`src/slq_pkg.sv`:
```
// shared types and codes for the sorted list queue
`default_nettype none

package slq_pkg;

    localparam int DEPTH    = 16;
    localparam int KEY_W    = 32;
    localparam int TAG_W    = 16;
    localparam int CMD_W    = 2;
    localparam int STATUS_W = 2;
    localparam int COUNT_W  = 5;

    localparam logic [CMD_W-1:0] CMD_INSERT   = 2'd0;
    localparam logic [CMD_W-1:0] CMD_POP_HEAD = 2'd1;
    localparam logic [CMD_W-1:0] CMD_POP_TAIL = 2'd2;

    localparam logic [STATUS_W-1:0] ST_DONE  = 2'd0;
    localparam logic [STATUS_W-1:0] ST_FULL  = 2'd1;
    localparam logic [STATUS_W-1:0] ST_EMPTY = 2'd2;

    typedef logic signed [KEY_W-1:0] key_t;
    typedef logic [TAG_W-1:0]        tag_t;

    typedef struct packed {
        logic [CMD_W-1:0] cmd;
        key_t             key;
        tag_t             tag;
    } cmd_item_t;

    typedef struct packed {
        logic [STATUS_W-1:0] status;
        logic                removed_valid;
        key_t                removed_key;
        tag_t                removed_tag;
        logic [COUNT_W-1:0]  entry_count;
    } rsp_item_t;

    // handed from a cell to its right neighbor
    typedef struct packed {
        logic occ;
        logic shift;
        key_t key;
        tag_t tag;
    } link_t;

    // handed from a cell to its left neighbor
    typedef struct packed {
        logic occ;
        key_t key;
        tag_t tag;
    } entry_t;

    // broadcast to every cell
    typedef struct packed {
        logic ins;
        logic pop_head;
        logic pop_tail;
        logic tail_case;
        key_t key;
        tag_t tag;
    } ctrl_t;

endpackage

`default_nettype wire

```
`src/slq_cell.sv`:
```
// one slot of the sorted list: holds an entry and moves it to a neighbor
`default_nettype none

module slq_cell #(
    parameter bit FIRST = 1'b0
) (
    input  wire logic            clk,
    input  wire logic            rst_n,
    input  wire slq_pkg::ctrl_t  ctrl,
    input  wire slq_pkg::link_t  left,
    output slq_pkg::link_t       right_out,
    input  wire slq_pkg::entry_t from_right,
    output slq_pkg::entry_t      to_left,
    output logic                 gt
);

    logic          occ_reg;
    logic          occ_next;
    slq_pkg::key_t key_reg;
    slq_pkg::key_t key_next;
    slq_pkg::tag_t tag_reg;
    slq_pkg::tag_t tag_next;
    logic          ge;
    logic          shift;
    logic          ins_here;

    assign gt = occ_reg && (key_reg > ctrl.key);
    assign ge = occ_reg && (key_reg >= ctrl.key);

    // the first slot keeps an equal key in front of the new one
    assign shift    = !ctrl.tail_case && (FIRST ? gt : ge);
    assign ins_here = (shift || !occ_reg) && left.occ && !left.shift;

    assign right_out = '{occ: occ_reg, shift: shift, key: key_reg, tag: tag_reg};
    assign to_left   = '{occ: occ_reg, key: key_reg, tag: tag_reg};

    always_comb
    begin
        occ_next = occ_reg;
        key_next = key_reg;
        tag_next = tag_reg;
        if (ctrl.ins)
        begin
            occ_next = occ_reg | left.occ;
            if (left.shift)
            begin
                key_next = left.key;
                tag_next = left.tag;
            end
            else if (ins_here)
            begin
                key_next = ctrl.key;
                tag_next = ctrl.tag;
            end
        end
        else if (ctrl.pop_head)
        begin
            occ_next = from_right.occ;
            key_next = from_right.key;
            tag_next = from_right.tag;
        end
        else if (ctrl.pop_tail)
        begin
            occ_next = from_right.occ;
        end
    end

    always_ff @(posedge clk or negedge rst_n)
    begin
        if (!rst_n)
        begin
            occ_reg <= 1'b0;
        end
        else
        begin
            occ_reg <= occ_next;
        end
    end

    always_ff @(posedge clk)
    begin
        key_reg <= key_next;
        tag_reg <= tag_next;
    end

endmodule

`default_nettype wire

```
`src/sorted_list_insert_pop_ends_unit.sv`:
```
// sorted list with ordered insert and removal at either end
// Commands arrive on cmd_valid/cmd_stall/cmd_data: insert (key, tag),
// remove head (smallest key) or remove tail (largest key). Each accepted
// command gives exactly one response on rsp_valid/rsp_stall/rsp_data with a
// status, the removed entry (zero when none) and the entry count afterwards.
// Entries live in a row of cells; on an insert every cell compares the new
// key at once and the cells at and after the slot move one place right, on a
// head removal all move one place left. The list updates in the transfer cycle
// and the response is registered, showing in the next cycle; one command is taken
// every cycle while cmd_stall is low, set by the row's single compare-and-move step.
// A waiting response does not block the next command while rsp_stall is low;
// while the response register is full and rsp_stall is high, cmd_stall is
// raised and the list holds. Reset empties the list and drops any response.
// Insert into a full list and removal from an empty list leave the list as
// is and report that in status.
`default_nettype none

module sorted_list_insert_pop_ends_unit #(
    parameter int DEPTH = slq_pkg::DEPTH
) (
    input  wire logic               clk,
    input  wire logic               rst_n,
    input  wire logic               cmd_valid,
    output logic                    cmd_stall,
    input  wire slq_pkg::cmd_item_t cmd_data,
    output logic                    rsp_valid,
    input  wire logic               rsp_stall,
    output slq_pkg::rsp_item_t      rsp_data
);

    localparam int CNT_W = $clog2(DEPTH + 1);

    slq_pkg::link_t     lnk  [DEPTH+1];
    slq_pkg::entry_t    rlnk [DEPTH+1];
    logic [DEPTH-1:0]   gt_vec;
    logic [DEPTH-1:0]   occ_vec;
    slq_pkg::ctrl_t     ctrl;
    logic               accept;
    logic               full;
    logic               empty;
    slq_pkg::key_t      tail_key;
    slq_pkg::tag_t      tail_tag;
    logic [CNT_W-1:0]   count_reg;
    logic [CNT_W-1:0]   count_next;
    logic               rsp_valid_reg;
    logic               rsp_valid_next;
    slq_pkg::rsp_item_t rsp_data_reg;
    slq_pkg::rsp_item_t rsp_data_next;

    assign lnk[0]      = '{occ: 1'b1, shift: 1'b0, key: '0, tag: '0};
    assign rlnk[DEPTH] = '{occ: 1'b0, key: '0, tag: '0};

    genvar g;
    generate
        for (g = 0; g < DEPTH; g++)
        begin : g_cell
            slq_cell #(
                .FIRST (g == 0)
            ) u_cell (
                .clk        (clk),
                .rst_n      (rst_n),
                .ctrl       (ctrl),
                .left       (lnk[g]),
                .right_out  (lnk[g+1]),
                .from_right (rlnk[g+1]),
                .to_left    (rlnk[g]),
                .gt         (gt_vec[g])
            );
            assign occ_vec[g] = rlnk[g].occ;
        end
    endgenerate

    assign full      = occ_vec[DEPTH-1];
    assign empty     = !occ_vec[0];
    assign cmd_stall = rsp_valid_reg && rsp_stall;
    assign accept    = cmd_valid && !cmd_stall;

    always_comb
    begin
        ctrl.ins       = accept && (cmd_data.cmd == slq_pkg::CMD_INSERT) && !full;
        ctrl.pop_head  = accept && (cmd_data.cmd == slq_pkg::CMD_POP_HEAD) && !empty;
        ctrl.pop_tail  = accept && (cmd_data.cmd == slq_pkg::CMD_POP_TAIL) && !empty;
        // no held key above the new one: it goes at the back
        ctrl.tail_case = ~|gt_vec;
        ctrl.key       = cmd_data.key;
        ctrl.tag       = cmd_data.tag;
    end

    // last occupied cell, picked out by the edge of the occupancy run
    always_comb
    begin
        tail_key = '0;
        tail_tag = '0;
        for (int i = 0; i < DEPTH; i++)
        begin
            if (occ_vec[i] && !rlnk[i+1].occ)
            begin
                tail_key = tail_key | lnk[i+1].key;
                tail_tag = tail_tag | lnk[i+1].tag;
            end
        end
    end

    always_comb
    begin
        count_next = count_reg;
        if (ctrl.ins)
        begin
            count_next = count_reg + 1'b1;
        end
        else if (ctrl.pop_head || ctrl.pop_tail)
        begin
            count_next = count_reg - 1'b1;
        end
    end

    always_comb
    begin
        rsp_data_next               = '0;
        rsp_data_next.status        = slq_pkg::ST_DONE;
        rsp_data_next.entry_count   = slq_pkg::COUNT_W'(count_next);
        case (cmd_data.cmd)
            slq_pkg::CMD_INSERT:
            begin
                if (full)
                begin
                    rsp_data_next.status = slq_pkg::ST_FULL;
                end
            end
            slq_pkg::CMD_POP_HEAD:
            begin
                if (empty)
                begin
                    rsp_data_next.status = slq_pkg::ST_EMPTY;
                end
                else
                begin
                    rsp_data_next.removed_valid = 1'b1;
                    rsp_data_next.removed_key   = rlnk[0].key;
                    rsp_data_next.removed_tag   = rlnk[0].tag;
                end
            end
            slq_pkg::CMD_POP_TAIL:
            begin
                if (empty)
                begin
                    rsp_data_next.status = slq_pkg::ST_EMPTY;
                end
                else
                begin
                    rsp_data_next.removed_valid = 1'b1;
                    rsp_data_next.removed_key   = tail_key;
                    rsp_data_next.removed_tag   = tail_tag;
                end
            end
            default:
            begin
                rsp_data_next.status = slq_pkg::ST_DONE;
            end
        endcase
    end

    always_comb
    begin
        if (accept)
        begin
            rsp_valid_next = 1'b1;
        end
        else if (rsp_stall)
        begin
            rsp_valid_next = rsp_valid_reg;
        end
        else
        begin
            rsp_valid_next = 1'b0;
        end
    end

    always_ff @(posedge clk or negedge rst_n)
    begin
        if (!rst_n)
        begin
            count_reg     <= '0;
            rsp_valid_reg <= 1'b0;
        end
        else
        begin
            count_reg     <= count_next;
            rsp_valid_reg <= rsp_valid_next;
        end
    end

    always_ff @(posedge clk)
    begin
        if (accept)
        begin
            rsp_data_reg <= rsp_data_next;
        end
    end

    assign rsp_valid = rsp_valid_reg;
    assign rsp_data  = rsp_data_reg;

`ifndef NO_ASSERTIONS
    // occupancy of the row agrees with the count
    a_count_matches_row: assert property (@(posedge clk) disable iff (!rst_n)
        $countones(occ_vec) == count_reg)
    else $error("cell occupancy does not match count");

    // occupied cells form one run from the head
    a_occ_contiguous: assert property (@(posedge clk) disable iff (!rst_n)
        ((occ_vec >> 1) & ~occ_vec) == '0)
    else $error("gap in occupied cells");

    // a removal from a non-empty list takes away one entry
    a_pop_decrements: assert property (@(posedge clk) disable iff (!rst_n)
        (accept && count_reg != '0 &&
         (cmd_data.cmd == slq_pkg::CMD_POP_HEAD || cmd_data.cmd == slq_pkg::CMD_POP_TAIL))
        |=> (count_reg == $past(count_reg) - 1'b1))
    else $error("removal did not lower count");
`endif

endmodule

`default_nettype wire
```
`config.mk`:
```
export PLATFORM = sky130hd
export DESIGN_NAME = sorted_list_insert_pop_ends_unit
export DESIGN_NICKNAME = d
export VERILOG_FILES = /design/src/slq_pkg.sv /design/src/slq_cell.sv /design/src/sorted_list_insert_pop_ends_unit.sv
export SDC_FILE = /design/constraint.sdc
export NUM_CORES = 2
export LEC_CHECK = 0
export CAP_MARGIN = 20
export CORE_ASPECT_RATIO = 0.8
export CORE_MARGIN = 4
export CORE_UTILIZATION = 55
export DETAILED_ROUTE_END_ITERATION = 6
export DONT_BUFFER_PORTS = 1
export PLACE_DENSITY = 0.73
export SKIP_LAST_GASP = 1
export SLEW_MARGIN = 20
export SYNTH_ARGS = -nofsm -noshare
export SYNTH_HDL_FRONTEND = slang
export SYNTH_SLANG_ARGS = --single-unit
export TNS_END_PERCENT = 20
```
`constraint.sdc`:
```
create_clock -name clk -period 10.1 [get_ports clk]
set_input_delay 2.02 -clock clk [delete_from_list [all_inputs] [get_ports clk]]
set_output_delay 2.02 -clock clk [all_outputs]
set_load 0.03 [all_outputs]
```
Yosys cells after proc, flatten, opt, wreduce, memory -nomap -nowiden
Index checks and enable logic that the tools add are counted.
{ "op_classes": {"bitwise_logic": 45, "n_shift": 0, "reduce_logical": 170, "n_div": 0, "mul": 0, "add_sub_neg": 2, "eq_ne": 19, "magnitude_cmp": 31, "muxes": 216} }
{ "op_table": {"columns": ["cell", "n"], "rows": [
  ["$mux 32", 79],
  ["$mux 16", 79],
  ["$gt 32x32->1", 16],
  ["$ge 32x32->1", 15],
  ["$or 32x32->32", 15],
  ["$or 16x16->16", 15],
  ["$logic_and 1x1->1", 100],
  ["$mux 49", 2],
  ["$pmux 49 s2", 1],
  ["$mux 1", 51],
  ["$ne 3x1->1 const B", 15],
  ["$logic_not 1->1", 32],
  ["$reduce_and 2->1", 16],
  ["$logic_or 1x1->1", 17],
  ["$reduce_or 16->1", 1],
  ["$or 1x1->1", 15],
  ["$mux 5", 2],
  ["$add 5x1->5 const B", 1],
  ["$sub 5x1->5 const B", 1],
  ["$ne 2x1->1 const B", 2],
  ["$pmux 2 s2", 1],
  ["$reduce_bool 3->1", 1],
  ["$eq 2x1->1 const B", 1],
  ["$eq 2x2->1 const B", 1],
  ["4 further kinds", 4]
]} }
{ "word_totals": {"mem_bits_rw": 0, "memories": 0, "rom_bits": 0, "latch_bits": 0, "register_bits": 846, "out_inout_bits": 58, "in_bits": 54, "word_cells": 538} }

Logic depth before layout (Yosys ltp)
{ "logic_depth": {"ltp_word": 35, "mapped_depth": 17, "mapped_depth_nobuf": 13} }

Cells and area by module
A second synthesis with hierarchy kept.
{ "unflattened": {"hier_cells": 7175, "area_unflattened_um2": 67812.5} }
{ "modules_own_cells": {"columns": ["mod", "cells_each", "area_each_um2", "seq_area_each_um2", "instances"], "rows": [
  ["slq_cell at g_cell[10].u_cell ...", 392, 3762.4, 1466.4, 14],
  ["sorted_list_insert_pop_ends_unit", 905, 7664.9, 1831.8, 1],
  ["slq_cell at g_cell[9].u_cell", 392, 3743.6, 1466.4, 1],
  ["slq_cell at g_cell[0].u_cell", 390, 3731.1, 1466.4, 1]
]} }

Worst setup path after synthesis
OpenSTA, ideal clock, no wires.
{ "synth_path": {"path_kind": "input-to-reg", "startpoint": "in cmd_data[17] (netlist name)", "endpoint": "reg g_cell[12].u_cell.key_reg[0] (enable)", "arrival_ns": 8.986, "n_path_buf": 2, "path_stages": 15, "setup_ns": 0.541, "slack_ns": 0.573, "required_time_ns": 9.559, "cell_sequence": "clkbuf_1 -> inv_1 -> ha_1 -> nor2b_1 -> o211ai_1 -> a21boi_0 -> or4_1 -> a2111oi_0 -> xor2_1 -> a2111oi_0 -> o2111ai_1 -> or2_2 -> clkbuf_1 -> o21ai_0 -> a311oi_1"} }
{ "synth_via": {"elab_chain_cells": 9, "elab_cells_between_ends": 45, "cone_classes": "18 x order compare; 1 x eq/ne; 26 x reduce/logical"} }
{ "synth_rtl": {"columns": ["element", "line", "rtl"], "rows": [
  ["from (decl)", "sorted_list_insert_pop_ends_unit.sv:25", "input wire slq_pkg::cmd_item_t cmd_data,"],
  ["$gt 32x32->1", "slq_cell.sv:27", "assign gt = occ_reg && (key_reg > ctrl.key);"],
  ["$logic_and 1x1->1", "slq_cell.sv:27", null],
  ["$reduce_or 16->1", "sorted_list_insert_pop_ends_unit.sv:84", "ctrl.tail_case = ~|gt_vec;"],
  ["$logic_and 1x1->1", "slq_cell.sv:31", "assign shift = !ctrl.tail_case && (FIRST ? gt : ge);"],
  ["$logic_or 1x1->1", "slq_cell.sv:32", "assign ins_here = (shift || !occ_reg) && left.occ && !left.shift;"],
  ["$logic_and 1x1->1 (2 in a row)", "slq_cell.sv:32", null],
  ["$ne 3x1->1 (no source line) (*)", null, null],
  ["$reduce_and 2->1 (no source line) (*)", null, null],
  ["to (signal assigned)", "slq_cell.sv:82", "key_reg <= key_next;"],
  ["to (decl)", "slq_cell.sv:19", "slq_pkg::key_t key_reg;"]
]} }
Mark *: on every way between the ends. The rest lies on a longest branch, timed or not.
A chain may end at the register's enable or synchronous reset.

Worst setup path in the final report
{ "layout_path": {"startpoint": "in cmd_data[33] (netlist name)", "endpoint": "reg g_cell[10].u_cell.key_reg[22] (data pin)"} }
{ "layout_via": {"elab_chain_cells": 6, "elab_cells_between_ends": 38, "cone_classes": "17 x order compare; 2 x mux; 19 x reduce/logical"} }
{ "layout_rtl": {"columns": ["element", "line", "rtl"], "rows": [
  ["$gt 32x32->1", "slq_cell.sv:27", null],
  ["$logic_and 1x1->1", "slq_cell.sv:27", null],
  ["$reduce_or 16->1", "sorted_list_insert_pop_ends_unit.sv:84", null],
  ["$logic_and 1x1->1 (*)", "slq_cell.sv:31", null],
  ["$mux 32 (*)", "slq_cell.sv:45", "if (left.shift)"],
  ["$mux 32 (*)", "slq_cell.sv:42", "if (ctrl.ins)"],
  ["net g_cell[10].u_cell.key_next[22]", "slq_cell.sv:20", "slq_pkg::key_t key_next;"],
  ["to (signal assigned)", "slq_cell.sv:82", null],
  ["to (decl)", "slq_cell.sv:19", null]
]} }
The timed path passes the listed nets; every way through them passes the cells marked *.

==> flow_metrics.py <==
metrics = {
    "run_status": {
        "status": "finished with violations",
        "failed_checks": "design-rule violations",
    },
    "place": {
        "place_ws_ns": 1.97,
        "place_hpwl_um": 155000,
        "portBuffers": 0,
        "gp_congestion": 1.07,
        "placedCellCount": 6740,
    },
    "timing": {
        "timing.slew.headroom_pct": 9.93,
        "final.setup.worst_slack_ns": 2.25,
        "skew_ns": 0.0566,
        "timing_worst_slew_pin_value_ns": 1.34,
        "rsz0062_at_grt": "false",
        "final.min_clock_period_ns": 7.85,
        "fin_hold_ws_ns": 0.493,
        "report.final.setup_viol": 0,
        "slew_violations": 0,
        "setup_total_negative_slack_ns": 0,
        "finalHoldViolations": 0,
        "achievable-frequency_ghz": 0.127,
        "finalCritPeriodShare_pct": 77.7,
    },
    "global_routing": {
        "largest_net_degree_at_the_start_of_global_routing": 304,
        "grt-ovfl-total": 0,
        "grt.total_usage_pct": 42.3,
        "antenna_found_initial": 3,
        "number_of_global_route_vias_before_repair": 46184,
        "grt_first_pass_wirelength_um": 338000,
    },
    "synth": {
        "syn-cell-area_mm2": 0.0576,
        "synth_seq_area_share_pct": 43.9,
        "syn-instance-count": 5645,
        "post-synth-top-area-cell": "edfxtp_1",
        "synth_warnings": 0,
        "synth_edf_count": 824,
        "synthFlopType": "edfxtp_1",
        "yosys_register_bits": 846,
        "yosysTopAreaCellShare_pct": 43.0,
        "synth.lib_cells_used.distinct": 65,
        "avgSynthCellArea_um2": 10.2,
        "async_reset_ff_share_pct": 2.60,
        "synthesis.nets": 6217,
        "yosys-top-cells-area": "edfxtp_1, mux2i_1, ha_1, nand2_1, o21ai_0",
    },
    "finish": {
        "largest_register_ff_count": 512,
        "fillerInstances": 8635,
        "finalNetCount": 6016,
        "layout_commonest_cell": "nand2_1",
        "drive_gt1_share_pct": 5.51,
        "layout_common_cells": "nand2_1, edfxtp_1, mux2i_1",
        "post-route-util_pct": 60.0,
        "stdcell_count": 6911,
        "area.growth.synth_to_final_pct": 7.53,
    },
    "route": {
        "drc": 36,
        "wirelength_um": 241000,
        "via_per_inst": 7.33,
        "first_pass_iters": 7,
        "route.antenna.remaining_nets": 0,
        "route.vias.total": 50647,
        "avgRoutedWirePerCell_um": 34.8,
        "drt-initial-drc-count": 9954,
    },
    "worst_setup_path": {
        "worst-endpoint-arrival_ns": 8.25,
        "worst_path_dominant_cell_family": "compound AO/OA/AOI/OAI gates",
        "worst_path_max_delay_cell": "a2111oi_1",
        "crit_path_cell_trace": "inv_1 -> ha_1 -> a21oi_1 -> o21ai_0 -> a221o_1 -> a2111oi_1 -> nand2_1 -> a21o_1 -> a2111oi_0 -> o2111ai_2 -> buf_4 -> o211ai_4 -> buf_4 -> mux2i_1 -> o21ai_0",
        "worst-endpoint-required_ns": 10.51,
        "worstPathBufferInverterCount": 3,
        "cp_slowest_stage_delay_ns": 1.03,
        "critPathLaunchType": "input port",
        "path_class": "in -> reg",
        "worst_setup_end_kind": "flip-flop",
        "cp_max_fo": 17,
    },
    "cts": {
        "cts_num_sinks": 846,
        "post_cts_resized": 0,
        "cts_post_setup_buffers_inserted": 0,
        "holdBufCountCts": 0,
        "clk_pin_slew_worst_paths_ns": 0.06,
        "clock_latency_on_the_worst_skew_pair_ns": 0.74,
        "cts-root-to-sink-buffers": 3,
        "cts.root.buffer_cell": "clkbuf_16",
        "cts.htree.levels": 3,
        "numCtsBuffers": 89,
        "cts_tree": "built",
    },
    "job": {
        "max-cap-violations": 0,
    },
    "pwr": {
        "power_density_cells_mw_per_mm2": 226,
        "cellLeakagePower_nw": 25.9,
        "irDropWorstVdd_v": 0.000178,
    },
    "floorplan": {
        "number_of_i_o_pins": 112,
        "fp.dieArea_mm2": 0.110,
        "num_rows": 105,
        "floorplan.core_area_mm2": 0.103,
        "height_of_the_chip_um": 297,
        "initial_core_util_pct": 55.8,
        "die_w_um": 370,
    },
    "worst_hold_path": {
        "worst_min_path_class": "reg -> reg",
    },
}
[cell families after synthesis]
logic type | count (synthesis) | synth area share (%)
compound gates | 1648 | 17.7
flops | 846 | 43.9
simple gates | 1416 | 10.7
buf+inv | 479 | 3.63
mux | 723 | 12.6
fa+ha+maj | 518 | 11.3
xor+xnor | 15 | 0.228
[per-stage QoR]
step	power [mW]	area [um^2]
after floorplan	8.27	57600
after global placement	10.2	58900
after detailed placement	10.3	58900
after CTS	13.6	61800
after global routing	14.3	61900
final	14.0	61900
[routing by layer]
| layer | GRT usage [%] | wire length, um | vias to the layer above |
|---|---|---|---|
| met2 | 58.5 | 96200 | 4573 |
| met5 | 0 | 36 | - |
| met1 | 59.5 | 90300 | 23914 |
| li1 | - | - | 21154 |
| met3 | 14.7 | 39600 | 1000 |
| met4 | 19.1 | 14400 | 6 |
[cell type report]
type / instances / area [um^2] / area share [%]
clock inverter: 59 / 583 / 0.942
antenna: 2 / 5.00 / 0.00808
timing repair buffer: 116 / 1060 / 1.71
tap: 1391 / 1740 / 2.81
clock buffer: 106 / 2290 / 3.70
inverter: 71 / 269 / 0.434
multi-input combinational: 4320 / 30700 / 49.5
sequential: 846 / 25300 / 40.9
[worst paths after layout]
kind,start,slack [ns],to,depth (start not counted)
max reg2reg,g_cell[7].u_cell.key_reg[31],3.43,g_cell[10].u_cell.key_reg[22],13
min in group asynchronous,rst_n,0.98,rsp_valid,0
min,count_reg[4],0.49,count_reg[4],1
min reg2reg,count_reg[4],0.49,count_reg[4],1
max,cmd_data[33],2.25,g_cell[10].u_cell.key_reg[22],15
max in group asynchronous,rst_n,8.99,g_cell[7].u_cell.occ_reg,0
[synth_stat cells, types with 19 or more instances]
| cell type | count |
|---|---|
| a21boi_0 | 52 |
| a21o_1 | 55 |
| a21oi_1 | 233 |
| a221oi_1 | 79 |
| a22o_1 | 63 |
| a22oi_1 | 276 |
| buf_1 | 25 |
| buf_2 | 20 |
| buf_4 | 33 |
| buf_6 | 19 |
| clkbuf_1 | 311 |
| dfrtp_1 | 22 |
| edfxtp_1 | 824 |
| ha_1 | 518 |
| inv_1 | 71 |
| mux2i_1 | 723 |
| nand2_1 | 879 |
| nand3_1 | 95 |
| nand4_1 | 142 |
| nor2_1 | 163 |
| nor2b_1 | 39 |
| nor4_1 | 19 |
| o211ai_1 | 19 |
| o21ai_0 | 590 |
| o21ai_1 | 180 |
[power breakdown]
part           switching [mW]  internal [mW]  total (mW)  leakage, nW
logic                    3.76           1.87        5.63         16.7
clock network            1.55           1.80        3.35         1.38
registers               0.624           4.41        5.04         7.87
Power figures use the tool's default switching activity.
